===== src/rtl/core/bdlp_pkg.sv =====
// bdlp_pkg: shared types and constants of the button debounce / long-press block
// used by the lane, the merge stage, the top level and the checker
// no dependencies
package bdlp_pkg;

  // counter and register width
  localparam int CNT_W = 16;
  // number of pin levels an item carries
  localparam int PIN_W = 4;
  // number of buttons reported in a result item
  localparam int REPORT_N = 4;
  // default number of buttons
  localparam int NUM_BUTTONS_DEF = 4;
  // stream payload widths
  localparam int IN_DATA_W  = 8;
  localparam int IN_USER_W  = 2;
  localparam int OUT_DATA_W = 8;
  // configuration port
  localparam int CFG_IDX_W  = 1;
  localparam logic [CNT_W-1:0] DEBOUNCE_RST = 16'd50;
  localparam logic [CNT_W-1:0] LONG_PRESS_RST = 16'd1000;

  // button report codes
  typedef enum logic [1:0] {
    ST_IDLE  = 2'd0,
    ST_SHORT = 2'd1,
    ST_LONG  = 2'd2
  } btn_state_t;

  // item kinds
  typedef enum logic [1:0] {
    REQ_POLL      = 2'd0,
    REQ_TICK      = 2'd1,
    REQ_CLR_SHORT = 2'd2,
    REQ_CLR_LONG  = 2'd3
  } req_t;

  // configuration register indexes
  typedef enum logic [CFG_IDX_W-1:0] {
    CFG_DEBOUNCE   = 1'b0,
    CFG_LONG_PRESS = 1'b1
  } cfg_idx_t;

  // control shared by all lanes for one item
  typedef struct packed {
    logic             fire;
    req_t             req;
    logic [CNT_W-1:0] debounce_ticks;
    logic [CNT_W-1:0] long_press_ticks;
  } lane_ctrl_t;

endpackage


===== src/rtl/core/bdlp_lane.sv =====
// bdlp_lane: per-button debounce, hold counter and press state
// depends on bdlp_pkg
module bdlp_lane
  import bdlp_pkg::*;
(
  input  logic       clk,
  input  logic       rst,
  input  lane_ctrl_t ctrl,
  input  logic       down,
  output btn_state_t state_next
);

  logic             latch;
  logic [CNT_W-1:0] deb_cnt;
  logic [CNT_W-1:0] hold_cnt;
  btn_state_t       state;

  logic             latch_next;
  logic [CNT_W-1:0] deb_cnt_next;
  logic [CNT_W-1:0] hold_cnt_next;

  // next values for the current item
  always_comb begin
    latch_next    = latch;
    deb_cnt_next  = deb_cnt;
    hold_cnt_next = hold_cnt;
    state_next    = state;
    if (ctrl.fire) begin
      case (ctrl.req)
        REQ_POLL: begin
          // new press latches and loads debounce
          if (down && !latch) begin
            latch_next   = 1'b1;
            deb_cnt_next = ctrl.debounce_ticks;
          end
          // debounce expiring confirms the press
          if (deb_cnt_next == CNT_W'(1)) begin
            if (down) hold_cnt_next = ctrl.long_press_ticks;
            deb_cnt_next = '0;
          end
          // release after debounce, short press if hold still running
          if (!down && deb_cnt_next == '0) begin
            if (hold_cnt_next > CNT_W'(1)) begin
              state_next    = ST_SHORT;
              hold_cnt_next = '0;
            end
            latch_next = 1'b0;
          end
        end
        REQ_TICK: begin
          if (deb_cnt > CNT_W'(1)) deb_cnt_next = deb_cnt - CNT_W'(1);
          if (hold_cnt != '0) begin
            if (hold_cnt == CNT_W'(1)) state_next = ST_LONG;
            hold_cnt_next = hold_cnt - CNT_W'(1);
          end
        end
        REQ_CLR_SHORT: begin
          if (state == ST_SHORT) state_next = ST_IDLE;
        end
        REQ_CLR_LONG: begin
          if (state == ST_LONG) state_next = ST_IDLE;
        end
        default: begin
          state_next = state;
        end
      endcase
    end
  end

  // lane registers
  always_ff @(posedge clk) begin
    if (rst) begin
      latch    <= 1'b0;
      deb_cnt  <= '0;
      hold_cnt <= '0;
      state    <= ST_IDLE;
    end else begin
      latch    <= latch_next;
      deb_cnt  <= deb_cnt_next;
      hold_cnt <= hold_cnt_next;
      state    <= state_next;
    end
  end

endmodule


===== src/rtl/core/bdlp_merge.sv =====
// bdlp_merge: gathers the reported lane states into the output register
// depends on bdlp_pkg
module bdlp_merge
  import bdlp_pkg::*;
#(
  parameter int NUM_BUTTONS = NUM_BUTTONS_DEF
) (
  input  logic                              clk,
  input  logic                              rst,
  input  logic                              load,
  input  btn_state_t [NUM_BUTTONS-1:0]      states_next,
  input  logic                              out_ready,
  output logic                              out_valid,
  output logic [OUT_DATA_W-1:0]             out_data
);

  logic [REPORT_N-1:0][1:0] report;

  // first four buttons, missing buttons read as idle
  for (genvar r = 0; r < REPORT_N; r++) begin : g_report
    if (r < NUM_BUTTONS) begin : g_have
      assign report[r] = states_next[r];
    end else begin : g_none
      assign report[r] = ST_IDLE;
    end
  end

  // result valid flag
  always_ff @(posedge clk) begin
    if (rst) begin
      out_valid <= 1'b0;
    end else if (load) begin
      out_valid <= 1'b1;
    end else if (out_ready) begin
      out_valid <= 1'b0;
    end
  end

  // result payload
  always_ff @(posedge clk) begin
    if (load) begin
      out_data <= OUT_DATA_W'(report);
    end
  end

endmodule


===== src/rtl/core/button_debounce_long_press.sv =====
// button_debounce_long_press: debounce and long-press qualifier, one lane per button (four by default)
// the result of an accepted item is in the output register in the next cycle
// throughput: one item per cycle; the single output register stalls input only
// while a result waits and m_axis_tready is low
// reset (rst, synchronous): lanes idle, counters zero, registers 50 and 1000
// depends on bdlp_pkg, bdlp_lane, bdlp_merge
module button_debounce_long_press
  import bdlp_pkg::*;
#(
  parameter int NUM_BUTTONS = NUM_BUTTONS_DEF
) (
  input  logic                  clk,
  input  logic                  rst,
  // slave side item
  input  logic                  s_axis_tvalid,
  output logic                  s_axis_tready,
  input  logic [IN_DATA_W-1:0]  s_axis_tdata,  // [3:0] pin_levels, [7:4] zero
  input  logic [IN_USER_W-1:0]  s_axis_tuser,  // [1:0] req_type
  // master side item
  output logic                  m_axis_tvalid,
  input  logic                  m_axis_tready,
  output logic [OUT_DATA_W-1:0] m_axis_tdata,  // [1:0] up, [3:2] down, [5:4] right, [7:6] left
  // configuration writes
  input  logic                  cfg_we,
  input  logic [CFG_IDX_W-1:0]  cfg_index,
  input  logic [CNT_W-1:0]      cfg_data
);

  logic [CNT_W-1:0]             debounce_ticks;
  logic [CNT_W-1:0]             long_press_ticks;
  lane_ctrl_t                   ctrl;
  logic [NUM_BUTTONS-1:0]       lane_down;
  btn_state_t [NUM_BUTTONS-1:0] states_next;
  logic                         fire;

  // configuration registers
  always_ff @(posedge clk) begin
    if (rst) begin
      debounce_ticks   <= DEBOUNCE_RST;
      long_press_ticks <= LONG_PRESS_RST;
    end else if (cfg_we) begin
      case (cfg_idx_t'(cfg_index))
        CFG_DEBOUNCE:   debounce_ticks   <= cfg_data;
        CFG_LONG_PRESS: long_press_ticks <= cfg_data;
        default:        debounce_ticks   <= debounce_ticks;
      endcase
    end
  end

  // accept while the output register is free or being drained
  assign s_axis_tready = !m_axis_tvalid || m_axis_tready;
  assign fire          = s_axis_tvalid && s_axis_tready;

  // control shared by the lanes
  always_comb begin
    ctrl.fire             = fire;
    ctrl.req              = req_t'(s_axis_tuser);
    ctrl.debounce_ticks   = debounce_ticks;
    ctrl.long_press_ticks = long_press_ticks;
  end

  // one lane per button, buttons past the pins read as released
  for (genvar g = 0; g < NUM_BUTTONS; g++) begin : g_lane
    if (g < PIN_W) begin : g_pin
      assign lane_down[g] = ~s_axis_tdata[g];
    end else begin : g_nopin
      assign lane_down[g] = 1'b0;
    end

    bdlp_lane u_lane (
      .clk        (clk),
      .rst        (rst),
      .ctrl       (ctrl),
      .down       (lane_down[g]),
      .state_next (states_next[g])
    );
  end

  // merge stage and output register
  bdlp_merge #(
    .NUM_BUTTONS (NUM_BUTTONS)
  ) u_merge (
    .clk         (clk),
    .rst         (rst),
    .load        (fire),
    .states_next (states_next),
    .out_ready   (m_axis_tready),
    .out_valid   (m_axis_tvalid),
    .out_data    (m_axis_tdata)
  );

endmodule


===== config.mk =====
export PLATFORM = sky130hd
export DESIGN_NAME = button_debounce_long_press
export DESIGN_NICKNAME = d
export VERILOG_FILES = /design/src/rtl/core/bdlp_pkg.sv /design/src/rtl/core/bdlp_lane.sv /design/src/rtl/core/bdlp_merge.sv /design/src/rtl/core/button_debounce_long_press.sv
export SDC_FILE = /design/constraint.sdc
export NUM_CORES = 1
export LEC_CHECK = 0
export BUFFER_PORTS_ARGS = -buffer_cell sky130_fd_sc_hd__buf_4
export CAP_MARGIN = 20
export CORE_MARGIN = 2
export CORE_UTILIZATION = 30
export DETAILED_ROUTE_END_ITERATION = 7
export SLEW_MARGIN = 20
export SYNTH_ARGS = -nofsm -noshare
export SYNTH_HDL_FRONTEND = slang
export SYNTH_HIERARCHICAL = 1
export SYNTH_SLANG_ARGS = --single-unit

===== constraint.sdc =====
create_clock -name clk -period 3.1 [get_ports clk]
set_input_delay 0.62 -clock clk [delete_from_list [all_inputs] [get_ports clk]]
set_output_delay 0.62 -clock clk [all_outputs]
set_load 0.01 [all_outputs]

* Word level (Yosys, flattened, before mapping)
Cells that the tools add are included.
Cells by class: add/subtract/negate cells 8, multiply operators 0, div/mod/pow operators 0, magnitude comparators 8, equality and inequality tests 27, shift-type cells 0, muxes and demuxes 106, bitwise logic cells 5, reductions and logical operators 44
Operator list (number):
- two-way mux 16 bit | 56
- case mux 16 bit (2 select lines) | 8
- equality test 16 x 1 -> 1 bit (second input constant) | 8
- greater-than comparator 16 x 1 -> 1 bit (second input constant) | 8
- subtractor 16 x 1 -> 16 bit (second input constant) | 8
- logical NOT 16 bit | 4
- nonzero test 16 bit | 4
- two-way mux 2 bit | 28
- AND reduction 3 bit | 12
- case mux 2 bit (4 select lines) | 4
- != test 2 x 1 -> 1 bit (second input constant) | 8
- equality test 2 bit (second input constant) | 6
- nonzero test 2 bit | 6
- equality test 2 x 1 -> 1 bit (second input constant) | 5
- two-way mux 1 bit | 10
- logical AND 1 bit | 9
- logical NOT 1 bit | 5
- inverter 1 bit | 5
- AND reduction 2 bit | 2
- logical NOT 2 bit | 1
- logical OR 1 bit | 1
Storage, ports and cells: register bits after elaboration 181, bits in latches 0, memory bits (writable) 0, memory bits (read-only) 0, input bits 32, memories kept 0

* Logic depth before layout (Yosys ltp)
depth in word-level cells 14, mapped depth 10

* Hierarchy
Netlist, hierarchy kept.
By module, submodules not included:
- bdlp_lane at g_lane[2].u_lane ... | instances 2, cells each 356, area each 2685.1 sq um, sequential area each 700.7 sq um
- bdlp_lane at g_lane[0].u_lane ... | instances 2, cells each 359, area each 2637.5 sq um, sequential area each 700.7 sq um
- button_debounce_long_press | instances 1, cells each 135, area each 1381.3 sq um, sequential area each 640.6 sq um
- bdlp_merge | instances 1, cells each 12, area each 279.0 sq um, sequential area each 260.2 sq um

* Worst setup path after synthesis
Ideal clock, no wire load.
path type input to register, start input m_axis_tready, end register g_lane[2].u_lane.deb_cnt[13], library setup time 95 ps, arrival 2893 ps, required time 3005 ps, path slack 111 ps, cell stages on the path 7, path buffers 0, path through nand2b_1 > and2_1 > nor2b_1 > o31a_1 > a21boi_1 > o21ai_0 > a221oi_1
On the way: cells in the longest elaborated chain, start to end 3
Ends and longest elaborated chain:
- from (decl) | line button_debounce_long_press.sv:21 | input logic m_axis_tready,
- logical OR 1 bit | line button_debounce_long_press.sv:51 | assign s_axis_tready = !m_axis_tvalid || m_axis_tready;
- logical AND 1 bit | line button_debounce_long_press.sv:52 | assign fire = s_axis_tvalid && s_axis_tready;
- named net fire | line button_debounce_long_press.sv:34 | logic fire;
- AND reduction 3 bit (no line)
- to (signal assigned) | line bdlp_lane.sv:79 | deb_cnt <= deb_cnt_next;
- to (decl) | line bdlp_lane.sv:14 | logic [CNT_W-1:0] deb_cnt;
The timed path passes the listed nets, and every way through them passes these cells. A chain may end at the register's enable or synchronous reset.

* Worst setup path after layout
start register debounce_ticks[9], end register g_lane[0].u_lane.hold_cnt[1]
On the way: cells in the longest elaborated chain, start to end 11, elaborated cells on any way between the ends 16
Ends and longest elaborated chain:
- from (decl) | line button_debounce_long_press.sv:29 | logic [CNT_W-1:0] debounce_ticks;
- from (signal assigned) | line button_debounce_long_press.sv:43 | CFG_DEBOUNCE: debounce_ticks <= cfg_data;
- from (signal assigned) | line button_debounce_long_press.sv:45 | default: debounce_ticks <= debounce_ticks;
- two-way mux 16 bit * | line bdlp_lane.sv:32 | if (down && !latch) begin
- two-way mux 16 bit * | line bdlp_lane.sv:29 | case (ctrl.req)
- two-way mux 16 bit * | line bdlp_lane.sv:28 | if (ctrl.fire) begin
- equality test 16 x 1 -> 1 bit | line bdlp_lane.sv:37 | if (deb_cnt_next == CNT_W'(1)) begin
- two-way mux 16 bit | line bdlp_lane.sv:37
- two-way mux 16 bit | line bdlp_lane.sv:29
- two-way mux 16 bit | line bdlp_lane.sv:28
- greater-than comparator 16 x 1 -> 1 bit or logical NOT 16 bit (tied branches) | line bdlp_lane.sv:43, bdlp_lane.sv:42
- two-way mux 16 bit or logical AND 1 bit (tied branches) | line bdlp_lane.sv:43, bdlp_lane.sv:42
- two-way mux 16 bit * | line bdlp_lane.sv:42 | if (!down && deb_cnt_next == '0) begin
- case mux 16 bit (2 select lines) * | line bdlp_lane.sv:29
- to (signal assigned) | line bdlp_lane.sv:80 | hold_cnt <= hold_cnt_next;
- to (decl) | line bdlp_lane.sv:15 | logic [CNT_W-1:0] hold_cnt;
Every way passes the cells marked *; elsewhere a longest branch is shown, timed or not. The select of a mux whose other input is x is not followed.

==> summary.txt <==
Result of the run - finished, final reports clean
Non-filler cells, final - 2,133
Sequential element share of the synthesized area - 30.1%
Number of setup buffers added after CTS - 0
Worst Path Max Fanout - 16
WHS Path Cells - 3
Clock Skew - 0.0124 ns
Fraction of registers with async set/reset - 0%
Area of all placed cells without fillers - 13,800 sq um
Count of cells along the worst register-to-register path - 7
Leakage power summed over all cells - 4.73 nW
Crit path launch type - flip-flop
Core area - 40,600 sq um
TritonCTS clock tree - done
Max Slew Vio Count - 0
P&R area growth vs syn - 11.9%
Minimum clock period after layout - 2.79 ns
Number of clock buffers inserted by TritonCTS - 17
Summed instance area of the synthesized netlist - 12,300 sq um
Total routing usage reported by global routing - 19.9%
Max H-tree Level - 4
Post-Synthesis Net Count - 1,625
Kind of cell with the highest combined delay on the critical path - compound AO/OA/AOI/OAI gates
RSZ-0062 raised after global routing - no
Avg Inst Size Synth - 7.80 sq um
Seq pwr share - 40.0%
Maximum clock frequency - 358 MHz
Final-report hold violation count - 0
Area after DPL - 13,200 sq um
Worst-path cell chain - nor4_1 -> nand3_1 -> a222oi_1 -> and2_1 -> buf_4 -> a221oi_1 -> a2111oi_2
Die outline height - 207 um
Full die area - 42,700 sq um
Final total negative setup slack - 0 ns
Root buffer cell - sky130_fd_sc_hd__clkbuf_16
Combinational cell fraction of total power - 27.7%
Number of global-route vias before repair - 11,500
Count of unique library cells instantiated by Yosys - 74
Most used flip-flop cell after synthesis - sky130_fd_sc_hd__dfxtp_1
Initial antenna violation count - 3
Setup Crit Path Kind - reg -> reg
Initial Util - 30.3%
Number of setup violations in the final report - 0
Via count normalized by instance count - 5.93
Post-Route Hold Slack - 0.446 ns
Total power divided by cell area - 506 nW/um^2
Clk pin slew, worst setup/hold paths - 0.07 ns
Final weighted congestion in routability-driven placement - 0.897
Number of instances in the synthesized netlist - 1,577
Post-route antenna net violation count - 0
Internal power - 0.00434 W
First-iteration detailed-routing DRC count - 1,707
Die span in x - 207 um
Net switching power of the design - 0.00262 W
Number of rows created at floorplan - 74
Yosys synthesis warning count - 6
Maximum root-to-sink buffer count - 2
Clock latency on the worst-skew pair - 0.45 ns
Critical path arrival - 3.13 ns
Average routed wire per standard cell - 19.9 um
Proportion of layout cells with a drive suffix above 1 - 12.1%
Power Total - 0.00696 W
Wire length of the first global-routing pass - 66,800 um
Maximum number of pins on one net before global-route repair - 51
Count of flip-flops with a built-in enable after synthesis - 8
Post-detailed-route DRC marker count - 0
Capturing element type of the critical path - flip-flop
Total gr overflow - 0
Post-layout nets - 1,636
Fin crit share - 90.1%
Routed wire length - 42,500 um
Least-Margin Pin Slew - 0.839 ns
Total instance count after detailed placement - 2,101
Worst path bufs/invs - 1
Max-slew headroom - 44.0%
Type of the most critical hold path - in -> reg
Standard cell with the maximum stage delay on the critical path - sky130_fd_sc_hd__dfxtp_1
DP HPWL - 28,300 um
Hold bufs inserted after CTS - 0
Endpoint required time on the critical path - 3.44 ns
Buffers on Ports - 37
Total number of vias - 12,700
Iteration count of the initial detailed-routing pass - 6
Maximum Capacitance Violations - 0
Switching portion of total power - 37.6%
Number of top-level pins - 42
Flops & latches, synth - 181
CTS-repair resized insts - 0
Peak VDD IR - 0.344 mV
CTS sink cnt - 181
Share of total power in the clock network - 32.3%
Highest cell delay on the worst timing path - 0.59 ns
Antenna cell count - 0
Depth of the critical timing path with buffers and inverters included - 7
## worst register-to-register path, cell delays in order, from the launching register on
cell	delay, ns
sky130_fd_sc_hd__dfxtp_1	0.59
sky130_fd_sc_hd__nor4_1	0.44
sky130_fd_sc_hd__nand3_1	0.14
sky130_fd_sc_hd__a222oi_1	0.54
sky130_fd_sc_hd__and2_1	0.21
sky130_fd_sc_hd__buf_4	0.28
sky130_fd_sc_hd__a221oi_1	0.15
sky130_fd_sc_hd__a2111oi_2	0.32
## metrics by stage
step	util [%]	setup WS (ns)
after floorplan	-	0.111
after global placement	32.4	0.271
after detailed placement	32.4	0.248
after CTS	33.9	0.377
after global routing	33.9	0.176
final	33.9	0.308
## cell families after synthesis
logic type / after synthesis / share of synthesized area [%]
AOI/OAI and AO/OA: 489 / 25.6
xor gates and xnor gates: 8 / 0.569
adders and majority gates: 16 / 1.63
buffers and inverters: 136 / 5.70
DFF: 181 / 30.1
muxes: 81 / 6.61
and+or+nand+nor: 666 / 29.8
## power by group through the flow
stage / clock network (W) / logic, W / registers, W
CTS: 0.00228 / 0.00190 / 0.00277
floorplan: 0 / 0.00148 / 0.00269
global placement: 0 / 0.00186 / 0.00282
detailed placement: 0 / 0.00188 / 0.00282
global route: 0.00239 / 0.00213 / 0.00281
finish: 0.00225 / 0.00193 / 0.00278
## synthesized netlist by cell type, types with 5 or more instances
cell	instances	share of area [%]
sky130_fd_sc_hd__and3_1	11	0.56
sky130_fd_sc_hd__nand2_1	170	5.2
sky130_fd_sc_hd__o31a_1	6	0.43
sky130_fd_sc_hd__clkbuf_1	68	2.1
sky130_fd_sc_hd__a22oi_1	8	0.49
sky130_fd_sc_hd__buf_2	16	0.65
sky130_fd_sc_hd__mux2i_1	79	6.4
sky130_fd_sc_hd__o22ai_1	50	2.5
sky130_fd_sc_hd__xnor2_1	8	0.57
sky130_fd_sc_hd__nor3b_1	12	0.73
sky130_fd_sc_hd__nor4_4	8	1.4
sky130_fd_sc_hd__or4bb_1	5	0.46
sky130_fd_sc_hd__ha_1	16	1.6
sky130_fd_sc_hd__and2_1	14	0.71
sky130_fd_sc_hd__nor4_1	40	2.0
sky130_fd_sc_hd__edfxtp_1	8	2.0
sky130_fd_sc_hd__a2111oi_2	6	0.73
sky130_fd_sc_hd__buf_6	14	1.3
sky130_fd_sc_hd__a211oi_1	51	3.1
sky130_fd_sc_hd__nand3_1	62	2.5
sky130_fd_sc_hd__nor2_1	108	3.3
sky130_fd_sc_hd__nand4_1	14	0.71
sky130_fd_sc_hd__a32oi_1	8	0.57
sky130_fd_sc_hd__nor3_1	60	2.4
sky130_fd_sc_hd__o21ai_1	6	0.24
sky130_fd_sc_hd__a211o_1	5	0.36
sky130_fd_sc_hd__a221oi_1	12	0.85
sky130_fd_sc_hd__nand2b_1	56	2.8
sky130_fd_sc_hd__o21ai_0	123	5.0
sky130_fd_sc_hd__inv_1	29	0.88
sky130_fd_sc_hd__o32ai_1	14	1.0
sky130_fd_sc_hd__a21o_1	8	0.49
sky130_fd_sc_hd__nor2b_1	15	0.76
sky130_fd_sc_hd__a21oi_1	127	5.2
sky130_fd_sc_hd__or4_1	24	1.5
sky130_fd_sc_hd__a31oi_1	10	0.51
sky130_fd_sc_hd__or3_1	34	1.7
sky130_fd_sc_hd__dfxtp_1	173	28
sky130_fd_sc_hd__or3b_2	6	0.43
## final timing paths
| kind | start | to | slack [ns] |
|---|---|---|---|
| setup / recovery | debounce_ticks[9] | g_lane[0].u_lane/hold_cnt[1] | 0.31 |
| hold / removal | cfg_data[4] | long_press_ticks[4] | 0.45 |
| setup reg to reg | debounce_ticks[9] | g_lane[0].u_lane/hold_cnt[1] | 0.31 |
| hold reg to reg | g_lane[0].u_lane/deb_cnt[13] | g_lane[0].u_lane/deb_cnt[13] | 0.51 |
## layer usage
metal  vias up  wire length, um  share of wire (%)  track usage [%]
met2       555            18600                 44             30.3
met5         -               12              0.028                0
met4         2             1080                2.5             6.22
li1       5955                -                  -                -
met3        73             3530                8.3             3.77
met1      6065            19300                 45             28.3
## sequential cells by signal, summed over array words and instances, names as in the netlist
| register | cells |
|---|---|
| g_lane.u_lane/deb_cnt | 64 |
| g_lane.u_lane/latch | 4 |
| u_merge/out_data | 8 |
| u_merge/out_valid | 1 |
| debounce_ticks | 16 |
| g_lane.u_lane/hold_cnt | 64 |
| long_press_ticks | 16 |
| g_lane.u_lane/state | 8 |
## area by class of cell
class                   count  area [sq um]
well taps                 532           666
inverters                  29           109
clock inverters            15           158
repair buffers             99           793
flip-flops and latches    181          3700
fillers                  4287         26900
multi-input cells        1260          7910
clock buffers              17           425
## placed cells by master (no fill, tap or decap), types with 16 or more instances in the layout
cell / Yosys / final
sky130_fd_sc_hd__o22ai_1: 50 / 50
sky130_fd_sc_hd__clkbuf_16: 0 / 17
sky130_fd_sc_hd__nor2_1: 108 / 108
sky130_fd_sc_hd__nand2_1: 170 / 170
sky130_fd_sc_hd__dfxtp_1: 173 / 173
sky130_fd_sc_hd__ha_1: 16 / 16
sky130_fd_sc_hd__nand2b_1: 56 / 56
sky130_fd_sc_hd__o21ai_0: 123 / 123
sky130_fd_sc_hd__or3_1: 34 / 34
sky130_fd_sc_hd__inv_1: 29 / 29
sky130_fd_sc_hd__nand3_1: 62 / 62
sky130_fd_sc_hd__or4_1: 24 / 24
sky130_fd_sc_hd__nor4_1: 40 / 40
sky130_fd_sc_hd__nor3_1: 60 / 60
sky130_fd_sc_hd__buf_4: 3 / 95
sky130_fd_sc_hd__a21oi_1: 127 / 127
sky130_fd_sc_hd__a211oi_1: 51 / 51
sky130_fd_sc_hd__mux2i_1: 79 / 79
No activity file was read; power rests on OpenSTA's default activity.
